$ cat config.mk
export PLATFORM = sky130hd
export DESIGN_NAME = bkte_ctrl
export DESIGN_NICKNAME = d
export VERILOG_FILES = /design/src/hw/rtl/bkte_pkg.sv /design/src/hw/rtl/bkte_ctrl.sv
export SDC_FILE = /design/constraint.sdc
export NUM_CORES = 1
export LEC_CHECK = 0
export BUFFER_PORTS_ARGS = -buffer_cell sky130_fd_sc_hd__buf_2
export CAP_MARGIN = 20
export CORE_ASPECT_RATIO = 0.6
export CORE_MARGIN = 2
export CORE_UTILIZATION = 56
export DETAILED_ROUTE_END_ITERATION = 10
export GPL_ROUTABILITY_DRIVEN = 1
export PLACE_DENSITY = 0.94
export SLEW_MARGIN = 20
export SYNTH_ARGS = -nofsm -noshare
export SYNTH_HDL_FRONTEND = slang
export SYNTH_SLANG_ARGS = --single-unit
$ cat constraint.sdc
create_clock -name clk -period 3.3 [get_ports clk]
set_input_delay 0 -clock clk [delete_from_list [all_inputs] [get_ports clk]]
set_output_delay 0 -clock clk [all_outputs]
set_load 0.01 [all_outputs]
$ cat src/hw/rtl/bkte_pkg.sv
`default_nettype none
package bkte_pkg;

	localparam int BUCKET_BITS = 8;
	localparam int BUCKETS     = 1 << BUCKET_BITS;
	localparam int WAY_BITS    = 4;
	localparam int WAYS        = 1 << WAY_BITS;
	localparam int ROW_BITS    = BUCKET_BITS + WAY_BITS;
	localparam int ROWS        = 1 << ROW_BITS;
	localparam int ENTRY_WORDS = 32;
	localparam int ENTRY_BITS  = ENTRY_WORDS * 32;
	localparam int SCR_BITS    = ENTRY_BITS - 32;
	localparam int REC_WORDS   = 5;
	localparam int PASSES      = 10;
	localparam int PASS_BITS   = 4;

	localparam logic [7:0] PROTO_TCP = 8'h06;
	localparam logic [7:0] PROTO_UDP = 8'd17;

	localparam logic [1:0] MODE_LOAD   = 2'd0;
	localparam logic [1:0] MODE_PACKET = 2'd1;
	localparam logic [1:0] MODE_TICK   = 2'd2;

	typedef struct packed {
		logic [1:0]  mode;
		logic [7:0]  protocol;
		logic [31:0] source_address;
		logic [31:0] dest_address;
		logic [31:0] record_word0;
		logic [31:0] record_word1;
		logic [31:0] record_word2;
		logic [31:0] record_word3;
		logic [31:0] record_word4;
	} in_item_t;

	typedef struct packed {
		logic [7:0]  out_protocol;
		logic        record_placed;
		logic [3:0]  packet_new;
		logic [3:0]  packet_hits;
		logic [3:0]  packet_misses;
		logic [31:0] new_total;
		logic [31:0] hit_total;
		logic [31:0] miss_total;
		logic [31:0] load_set_total;
		logic [31:0] load_lost_total;
	} out_item_t;

	typedef enum logic [2:0] {
		OP_NONE,
		OP_LOAD_WR,
		OP_LOST,
		OP_INSERT,
		OP_HIT,
		OP_MISS,
		OP_EMIT
	} op_t;

	typedef struct packed {
		logic                latch;
		logic                clearing;
		logic [ROW_BITS-1:0] clr_row;
		logic [WAY_BITS-1:0] way;
		op_t                 op;
	} cmd_t;

	typedef struct packed {
		logic [1:0] mode;
		logic       tcp;
		logic       key_empty;
		logic       key_match;
		logic       out_free;
	} status_t;

endpackage
`default_nettype wire

$ cat src/hw/rtl/bkte_ctrl.sv
`default_nettype none
module bkte_ctrl (
	input  wire                clk,
	input  wire                arst_n,
	input  wire                in_valid,
	output logic               in_stall,
	input  bkte_pkg::status_t  status,
	output bkte_pkg::cmd_t     cmd
);
	import bkte_pkg::*;

	typedef enum logic [2:0] {
		S_CLEAR,
		S_IDLE,
		S_DECIDE,
		S_READ,
		S_CHECK,
		S_EMIT
	} state_t;

	state_t               state_q;
	logic [ROW_BITS-1:0]  clr_q;
	logic [WAY_BITS-1:0]  way_q;
	logic [PASS_BITS-1:0] pass_q;

	logic last_way;
	logic last_pass;
	logic pass_end;

	assign last_way  = (way_q == WAY_BITS'(WAYS - 1));
	assign last_pass = (pass_q == PASS_BITS'(PASSES - 1));
	assign in_stall  = (state_q != S_IDLE);

	always_comb begin
		cmd          = '0;
		cmd.op       = OP_NONE;
		cmd.latch    = (state_q == S_IDLE) && in_valid;
		cmd.clearing = (state_q == S_CLEAR);
		cmd.clr_row  = clr_q;
		cmd.way      = way_q;
		pass_end     = 1'b0;
		case (state_q)
			S_CHECK: begin
				if (status.mode == MODE_LOAD) begin
					if (status.key_empty) cmd.op = OP_LOAD_WR;
					else if (last_way) cmd.op = OP_LOST;
				end else begin
					if (status.key_empty) begin
						cmd.op   = OP_INSERT;
						pass_end = 1'b1;
					end else if (status.key_match) begin
						cmd.op   = OP_HIT;
						pass_end = 1'b1;
					end else if (last_way) begin
						cmd.op   = OP_MISS;
						pass_end = 1'b1;
					end
				end
			end
			S_EMIT: begin
				if (status.out_free) cmd.op = OP_EMIT;
			end
			default: ;
		endcase
	end

	always_ff @(posedge clk or negedge arst_n) begin
		if (!arst_n) begin
			state_q <= S_CLEAR;
			clr_q   <= '0;
			way_q   <= '0;
			pass_q  <= '0;
		end else begin
			case (state_q)
				S_CLEAR: begin
					clr_q <= clr_q + 1'b1;
					if (&clr_q) state_q <= S_IDLE;
				end
				S_IDLE: begin
					if (in_valid) state_q <= S_DECIDE;
				end
				S_DECIDE: begin
					way_q  <= '0;
					pass_q <= '0;
					if (status.mode == MODE_LOAD ||
					    (status.mode == MODE_PACKET && status.tcp))
						state_q <= S_READ;
					else
						state_q <= S_EMIT;
				end
				S_READ: begin
					state_q <= S_CHECK;
				end
				S_CHECK: begin
					if (status.mode == MODE_LOAD) begin
						if (status.key_empty || last_way) begin
							state_q <= S_EMIT;
						end else begin
							way_q   <= way_q + 1'b1;
							state_q <= S_READ;
						end
					end else if (pass_end) begin
						way_q <= '0;
						if (last_pass) begin
							state_q <= S_EMIT;
						end else begin
							pass_q  <= pass_q + 1'b1;
							state_q <= S_READ;
						end
					end else begin
						way_q   <= way_q + 1'b1;
						state_q <= S_READ;
					end
				end
				S_EMIT: begin
					if (status.out_free) state_q <= S_IDLE;
				end
				default: state_q <= S_IDLE;
			endcase
		end
	end

endmodule
`default_nettype wire

# --- Word level (Yosys, flattened, before mapping) ---
# Cells that the tools add are included.
totals:
  register_bits: 23
  in_bits: 9
op_classes:
  add_sub_neg: 3
  mux: 30
  n_reduce_logical: 11
  n_eq_ne: 16
ops:
  columns: ["cell", "n"]
  rows:
  - ["$mux 3", 13]
  - ["$mux 4", 6]
  - ["$pmux 3 s6", 1]
  - ["$pmux 4 s2", 2]
  - ["$add 12x1->12 const B", 1]
  - ["$reduce_and 12->1", 1]
  - ["$ne 2x2->1 const B", 5]
  - ["$add 4x1->4 const B", 2]
  - ["$eq 4x4->1 const B", 2]
  - ["$eq 3x2->1 const B", 2]
  - ["$eq 3x3->1 const B", 2]
  - ["$pmux 3 s2", 1]
  - ["$mux 1", 5]
  - ["$mux 2", 2]
  - ["$reduce_and 4->1", 1]
  - ["$eq 3x1->1 const B", 1]
  - ["$logic_not 3->1", 1]
  - ["$ne 3x1->1 const B", 1]
  - ["$ne 3x3->1 const B", 1]
  - ["$reduce_and 3->1", 1]
  - ["$eq 2x1->1 const B", 1]
  - ["$logic_and 1x1->1", 2]
  - ["$logic_not 2->1", 1]
  - ["$logic_or 1x1->1", 2]
  - ["other kinds (3)", 3]

# --- Longest topological paths before layout ---
# Gate-level depths: netlist of the first run.
logic_depth:
  depth_word: 9
  ltp_mapped: 6
  mapped_depth_nobuf: 6

# --- Worst setup path after synthesis of the first run ---
# OpenSTA, ideal clock, no wires.
synth_path:
  path_type: "register -> register"
  startpoint: "register state_q[2]"
  endpoint: "register pass_q[2]"
  stages_incl_launch_ff: 6
  setup_time_ps: 77
  t_arrival_ps: 1772
  setup_slack_ps: 1450
  t_required_ps: 3223
  n_path_buf: 1
  synth_period_minus_slack_ps: 1850
  path_cell_list: "dfrtp_1 -> buf_6 -> or3b_1 -> or4b_4 -> or3_1 -> a21oi_1"
synth_via:
  elab_chain_cells: 4
  elab_cells_between_ends: 9
  cone_classes: "eq/ne (5); mux (2); reduce/logical (2)"
synth_rtl:
  columns: ["item", "line_no", "text"]
  rows:
  - ["from (decl)", "bkte_ctrl.sv:21", "state_t state_q;"]
  - ["from (signal assigned)", "bkte_ctrl.sv:69", "state_q <= S_CLEAR;"]
  - ["from (signal assigned)", "bkte_ctrl.sv:77", "if (&clr_q) state_q <= S_IDLE;"]
  - ["from (signal assigned)", "bkte_ctrl.sv:80", "if (in_valid) state_q <= S_DECIDE;"]
  - ["$eq 3x3->1", "bkte_ctrl.sv:42, bkte_ctrl.sv:74", null]
  - ["$mux 1", "bkte_ctrl.sv:42", "case (state_q)"]
  - ["$ne 2x2->1 (no source line)", null, null]
  - ["$reduce_and 4->1 (no source line)", null, null]
  - ["to (signal assigned)", "bkte_ctrl.sv:107", "pass_q <= pass_q + 1'b1;"]
  - ["to (decl)", "bkte_ctrl.sv:24", "logic [PASS_BITS-1:0] pass_q;"]
# Several ways; a longest one is shown, not always the timed one.
# A chain may end at the register's enable or synchronous reset.

# --- Worst setup path after layout of the first run ---
layout_path:
  startpoint: "register state_q[0]"
  endpoint: "register pass_q[2]"
# Same word-level chain as after synthesis.

==> results of run 1 <==
-- sequential cells by signal, indices dropped and copies added, names as in the netlist --
| signal | cells |
|---|---|
| state_q | 3 |
| pass_q | 4 |
| clr_q | 12 |
| way_q | 4 |
-- worst max path at each step --
stage | from | endpoint | cells after the start
6_report | state_q[0] | pass_q[2] | 4
5_1_grt | state_q[0] | pass_q[2] | 4
4_1_cts | state_q[0] | pass_q[2] | 4
3_5_place_dp | state_q[0] | pass_q[2] | 4
3_3_place_gp | state_q[0] | pass_q[2] | 4
2_1_floorplan | state_q[2] | pass_q[2] | 5
-- layer usage --
layer  vias up  track usage, %  part of all wire (%)
met4         0            11.5                   2.5
met3        11            7.97                   7.6
met5         -               0                     0
met2        58            41.7                    48
li1        545               -                     -
met1       529            30.4                    42
-- Yosys cell counts (all sizes together), types with 2 or more instances --
library cell  number  area share (%)
xnor2              7             4.8
o31ai              3             1.8
nand2b             2            0.98
ha                 4             3.9
and3               4             2.0
clkbuf             2            0.59
o21ai             11             4.3
or3                2            0.98
or2                2            0.98
nor2              11             3.2
a21oi              3             1.2
o2bb2ai            3             2.0
xor2               5             3.4
inv                5             1.5
a31oi              2            0.98
nor3b              2             1.6
nand3              8             3.1
a21o               3             1.8
nor3               3             1.6
nand2              7             2.0
o22ai              2            0.98
dfrtp             23              45
-- kinds of logic after synthesis --
group / Yosys count
XOR/XNOR: 12
AO/OA/AOI/OAI: 33
buffers and inverters: 8
adder cells (fa/ha/maj): 4
AND/OR/NAND/NOR: 49
multiplexers: 2
flip-flops: 23
-- worst max-delay path, delay by kind of cell, from the launching register on --
| kind | cells | cell delay, ns |
|---|---|---|
| compound gates | 1 | 0.15 |
| simple gates | 3 | 1.36 |
| flops | 1 | 0.55 |
-- per-stage QoR --
stage	cell area (um^2)	util (%)	power, W	hold slack, ns	cells
after global placement	1450	67.1	0.000794	-0.00711	188
final	1510	69.6	0.00101	0.0760	193
after global routing	1510	69.6	0.00108	0.0835	193
after floorplan	1280	-	0.000697	-0.296	131
after detailed placement	1450	67.1	0.000823	-0.00429	188
after CTS	1510	69.6	0.00101	0.0604	193
-- report_power, final --
| group | switching, W | internal, W |
|---|---|---|
| clock | 0.0000935 | 0.0000866 |
| sequential | 0.000111 | 0.000348 |
| combinational | 0.000198 | 0.000171 |
-- final cells by class --
| cell class | instances | area, um^2 | area share, % |
|---|---|---|---|
| clock buffer | 4 | 45.0 | 2.99 |
| inverter | 5 | 18.8 | 1.25 |
| multi-input combinational | 100 | 669 | 44.4 |
| sequential | 23 | 576 | 38.2 |
| tap | 30 | 37.5 | 2.49 |
| timing repair buffer | 31 | 160 | 10.6 |
-- layout by cell type (no fill, tap or decap), types with 3 or more instances in the layout --
| master | synthesis | final |
|---|---|---|
| ha_1 | 4 | 4 |
| nand3_1 | 8 | 8 |
| xnor2_1 | 7 | 7 |
| clkbuf_8 | 0 | 3 |
| a21oi_1 | 3 | 3 |
| dfrtp_1 | 23 | 23 |
| o31ai_1 | 3 | 3 |
| and3_1 | 4 | 4 |
| nand2_1 | 7 | 7 |
| xor2_1 | 5 | 5 |
| o2bb2ai_1 | 3 | 3 |
| inv_1 | 5 | 5 |
| a21o_1 | 3 | 3 |
| o21ai_0 | 11 | 11 |
| nor2_1 | 11 | 11 |
| buf_2 | 0 | 30 |
==> reports/metrics.yaml, run 1 <==
hold_path:
  hold_end: "state_q[2]"
  hold_start: "status[5]"
  hold_depth: 3
  hp-class: "in -> reg"
synth:
  synthFlopType: "dfrtp_1"
  synthArstFlopShare_pct: 100
  synth_top_family_by_area: "simple AND/OR/NAND/NOR gates"
  seq_area_frac_synth_pct: 44.9
  synth_nets: 144
  ys_ff_latch: 23
  synth_compound_area_share_pct: 16.9
  avgSynthCellArea_um2: 9.79
  syn_inst: 131
  synth_edf_count: 0
  synth-warning-count: 0
  synth_xor_area_share_pct: 8.20
  synth-simple-area-share_pct: 21.6
  synth_mux_area_share_pct: 1.66
  synth.distinct_cells: 41
  syn-cell-area_um2: 1280
  synth_adder_area_share_pct: 3.90
sta:
  setup_viol: 0
  tns_ns: 0
  fmax_mhz: 469
  worst_slack_ns: 1.17
  slew_violations: 0
  rsz0062_at_grt: "false"
  hold_viol: 0
  worst_pin_slew_ns: 0.526
  maxSlewHeadroom_pct: 64.7
  fin_crit_sh_pct: 64.6
  skew_ns: 0.0115
  period_needed_ns: 2.13
cts:
  clockRootBuffer: "clkbuf_8"
  cts-htree-levels: 1
  cts_tree: "done"
  cts_resized: 0
  clock-sinks: 23
  holdBufCountCts: 1
  clk_latency_ns: 0.28
  cts_buffer_depth: 2
  clk_pin_slew_ns: 0.08
  cts_buffers: 3
  post_cts_buffers: 0
detailed_routing:
  totalWireLength_mm: 3.01
  drc: 0
  antenna_left: 0
  via_count: 1143
  wl_per_cell_um: 15.6
  drt_pre_antenna_iters: 4
  drt_iter0_drc: 110
  routed_via_density: 5.92
power:
  p_per_area_nw_per_um2: 670
  ir_drop_uv: 426
  leakage_nw: 0.765
floorplanning:
  core_um2: 2160
  initial_core_util_pct: 59.3
  ios: 31
  die_w_um: 65.8
  die_area_um2: 2700
  fp.dieH_um: 41.1
  core.rowCount: 13
critical_path:
  cp.arrival_ns: 2.34
  cp_cell_sequence: "or3b_1, or4b_4, or3_1, a21oi_1"
  r2r_start: "state_q[0]"
  reg2reg_slack_ns: 1.17
  r2r-end: "pass_q[2]"
  required_ns: 3.51
  crit_fanout: 14
  start_kind: "flip-flop"
  reg2reg_depth: 4
  max_stage_delay_ns: 0.57
  slowest_stage: "or4b_4"
  path_class: "reg -> reg"
  endpoint_kind: "flip-flop"
placement:
  io_buffers: 30
  dp_hpwl_mm: 2.22
  preCtsSetupSlack_ns: 1.20
  gp_congestion: 0.804
finish:
  num-nets-final: 177
  drive_above_1_share_pct: 23.9
  syn2layout_area_growth_pct: 17.5
  n_fill_cell: 154
  diodes: 0
run:
  drv_cap: 0
global_routing:
  grt_pass1_vias: 951
  antenna_found_initial: 0
  grt_max_degree: 24
  grt_util_all_layers_pct: 24.8
  grt_overflow: 0
  grt_pass1_wl_mm: 4.58
run_status:
  status: "finished, final reports clean"
Note: power is estimated with default switching activity, not from simulation.
==> run 2: changes to the inputs <==
Settings changed: CORE_UTILIZATION 56 to 52, PLACE_DENSITY 0.94 to 0.89.
Clock period 3.3 ns to 2.15 ns, I/O delays scaled along.
==> run 2 against run 1 <==
Against the previous run:
- clock power grew 51%
- setup slack lost 0.98 ns
- register-to-register slack lost 0.98 ns
- total power grew 57%
- clock-buffer cell count is the same
- core utilization shrank 0.57 points
- sequential power grew 39%
- maximum frequency grew 8.8%
- clock skew shrank 0.0065 ns
- highest routed layer unchanged
- flip-flop and latch count is the same
==> reports/metrics.yaml, run 2 (synthesis gave the netlist of run 1 again) <==
run_status:
  status: "finished, final reports clean"  # unchanged
finish:
  multi_input_area_um2: 676  # was 669 um^2
  mostFrequentLayoutCell: "buf_2"  # unchanged
  syn2layout_area_growth_pct: 20.9  # was 17.5%
  drive_above_1_share_pct: 26.8  # was 23.9%
  n_fill_cell: 167  # was 154
  seqCellArea_um2: 576  # unchanged
  largest_reg_flops: 12  # unchanged
  num-nets-final: 182  # was 177
  regMostFlops: "clr_q"  # unchanged
  final_cell_mix: "buf_2, dfrtp_1, nor2_1, o21ai_0, nand3_1"  # unchanged
  diodes: 0  # unchanged
  top_regs: "clr_q (12), pass_q (4), way_q (4)"  # unchanged
floorplanning:
  ios: 31  # unchanged
  die_w_um: 68.1  # was 65.8 um
  core_um2: 2240  # was 2160 um^2
  initial_core_util_pct: 57.1  # was 59.3%
  fp.dieH_um: 42.5  # was 41.1 um
  core.rowCount: 13  # unchanged
  die_area_um2: 2890  # was 2700 um^2
critical_path:
  path_class: "reg -> reg"  # unchanged
  reg2reg_depth: 5  # was 4
  endpoint_kind: "flip-flop"  # unchanged
  required_ns: 2.33  # was 3.51 ns
  cp.arrival_ns: 2.14  # was 2.34 ns
  crit_fanout: 5  # was 14
  start_kind: "flip-flop"  # unchanged
placement:
  preCtsSetupSlack_ns: 0.137  # was 1.20 ns
  gp_congestion: 0.855  # was 0.804
  dp_hpwl_mm: 2.27  # was 2.22 mm
  io_buffers: 30  # unchanged
global_routing:
  grt_pass1_wl_mm: 5.09  # was 4.58 mm
  grt_pass1_vias: 1114  # was 951
  grtUsageMet3_pct: 6.99  # was 7.97%
  antenna_found_initial: 0  # unchanged
  grt_max_degree: 24  # unchanged
  grt_overflow: 0  # unchanged
  grt_util_all_layers_pct: 23.7  # was 24.8%
  grt_busiest_layer: "met2"  # unchanged
  use_met1_pct: 31.7  # was 30.4%
  use_met2_pct: 37.1  # was 41.7%
power:
  ir_drop_uv: 647  # was 426 uV
  totalPowerFinal_w: 0.00159  # was 0.00101 W
  leakage_nw: 0.791  # was 0.765 nW
  p_per_area_nw_per_um2: 1020  # was 670 nW/um^2
hold_path:
  hp-class: "in -> reg"  # unchanged
  hold_depth: 3  # unchanged
detailed_routing:
  antenna_left: 0  # unchanged
  drt_iter0_drc: 77  # was 110
  via_count: 1153  # was 1143
  drt_pre_antenna_iters: 4  # unchanged
  totalWireLength_mm: 3.07  # was 3.01 mm
  routed_via_density: 5.82  # was 5.92
  wl_per_cell_um: 15.5  # was 15.6 um
  drc: 0  # unchanged
cts:
  cts-htree-levels: 1  # unchanged
  cts_tree: "done"  # unchanged
  clock-sinks: 23  # unchanged
  cts_buffers: 3  # unchanged
  cts_buffer_depth: 2  # unchanged
  clockRootBuffer: "clkbuf_8"  # unchanged
  clk_latency_ns: 0.27  # was 0.28 ns
  clk_pin_slew_ns: 0.08  # about the same
  post_cts_buffers: 0  # unchanged
sta:
  setup_viol: 0  # unchanged
  worst_slack_ns: 0.192  # was 1.17 ns
  fmax_mhz: 511  # was 469 MHz
  fin_crit_sh_pct: 91.1  # was 64.6%
  worst_pin_slew_ns: 0.524  # was 0.526 ns
  tns_ns: 0  # unchanged
  skew_ns: 0.00499  # was 0.0115 ns
  maxSlewHeadroom_pct: 65.0  # was 64.7%
  slew_violations: 0  # unchanged
  rsz0062_at_grt: "false"  # unchanged
  period_needed_ns: 1.96  # was 2.13 ns
  hold_viol: 0  # unchanged
run:
  drv_cap: 0  # unchanged
## run 2: cell types whose count changed in the layout (fill, tap and decap cells not counted), sizes merged
cell / delta
buf: +5
## run 2: what timing repair did
action,CTS,global route
setup endpoints to repair,0,3
resized for setup,0,1
hold endpoints to repair,23,0
hold buffers,1,0
## run 2: layer usage
| layer | up-vias | share of wire [%] |
|---|---|---|
| met3 | 6 | 5.8 |
| met4 | 0 | 1.3 |
| met5 | - | 0 |
| li1 | 547 | - |
| met2 | 43 | 48 |
| met1 | 557 | 45 |
## run 2: critical path, stage by stage (launching register included)
cell and delay (ns):
dfrtp_1 0.42, ha_1 0.29, a311oi_2 0.32, o21ai_0 0.20
or3_1 0.41, o31ai_1 0.23
## run 2: final cells by class
| type | instances | area share [%] |
|---|---|---|
| clock buffers | 4 | 2.91 |
| inverters | 5 | 1.21 |
| well taps | 30 | 2.42 |
| flip-flops and latches | 23 | 37.1 |
| repair buffers | 36 | 12.8 |
| multi-input cells | 100 | 43.6 |
## run 2: path summary, 6_finish.rpt
| check | start | end | slack (ns) |
|---|---|---|---|
| max | way_q[0] | way_q[3] | 0.19 |
| min | status[5] | state_q[2] | 0.1 |
| max reg2reg | way_q[0] | way_q[3] | 0.19 |
| min reg2reg | pass_q[3] | pass_q[3] | 0.50 |
| max in group asynchronous | arst_n | way_q[1] | 1.53 |
| min in group asynchronous | arst_n | pass_q[2] | 0.27 |
## run 2: power by group
part           switching (W)  leakage, nW  total (W)  internal (W)
registers           0.000102        0.306   0.000638      0.000535
clock network       0.000139       0.0228   0.000271      0.000132
logic               0.000379        0.463   0.000678      0.000299
## run 2: per-stage QoR
stage	hold WS, ns	util, %	instance area [um^2]	cells
after global routing	0.139	69.1	1550	198
after detailed placement	0.00217	66.3	1490	193
after global placement	-0.0104	66.3	1490	193
final	0.0993	69.1	1550	198
after floorplan	-0.296	-	1280	131
after CTS	0.101	68.8	1540	198
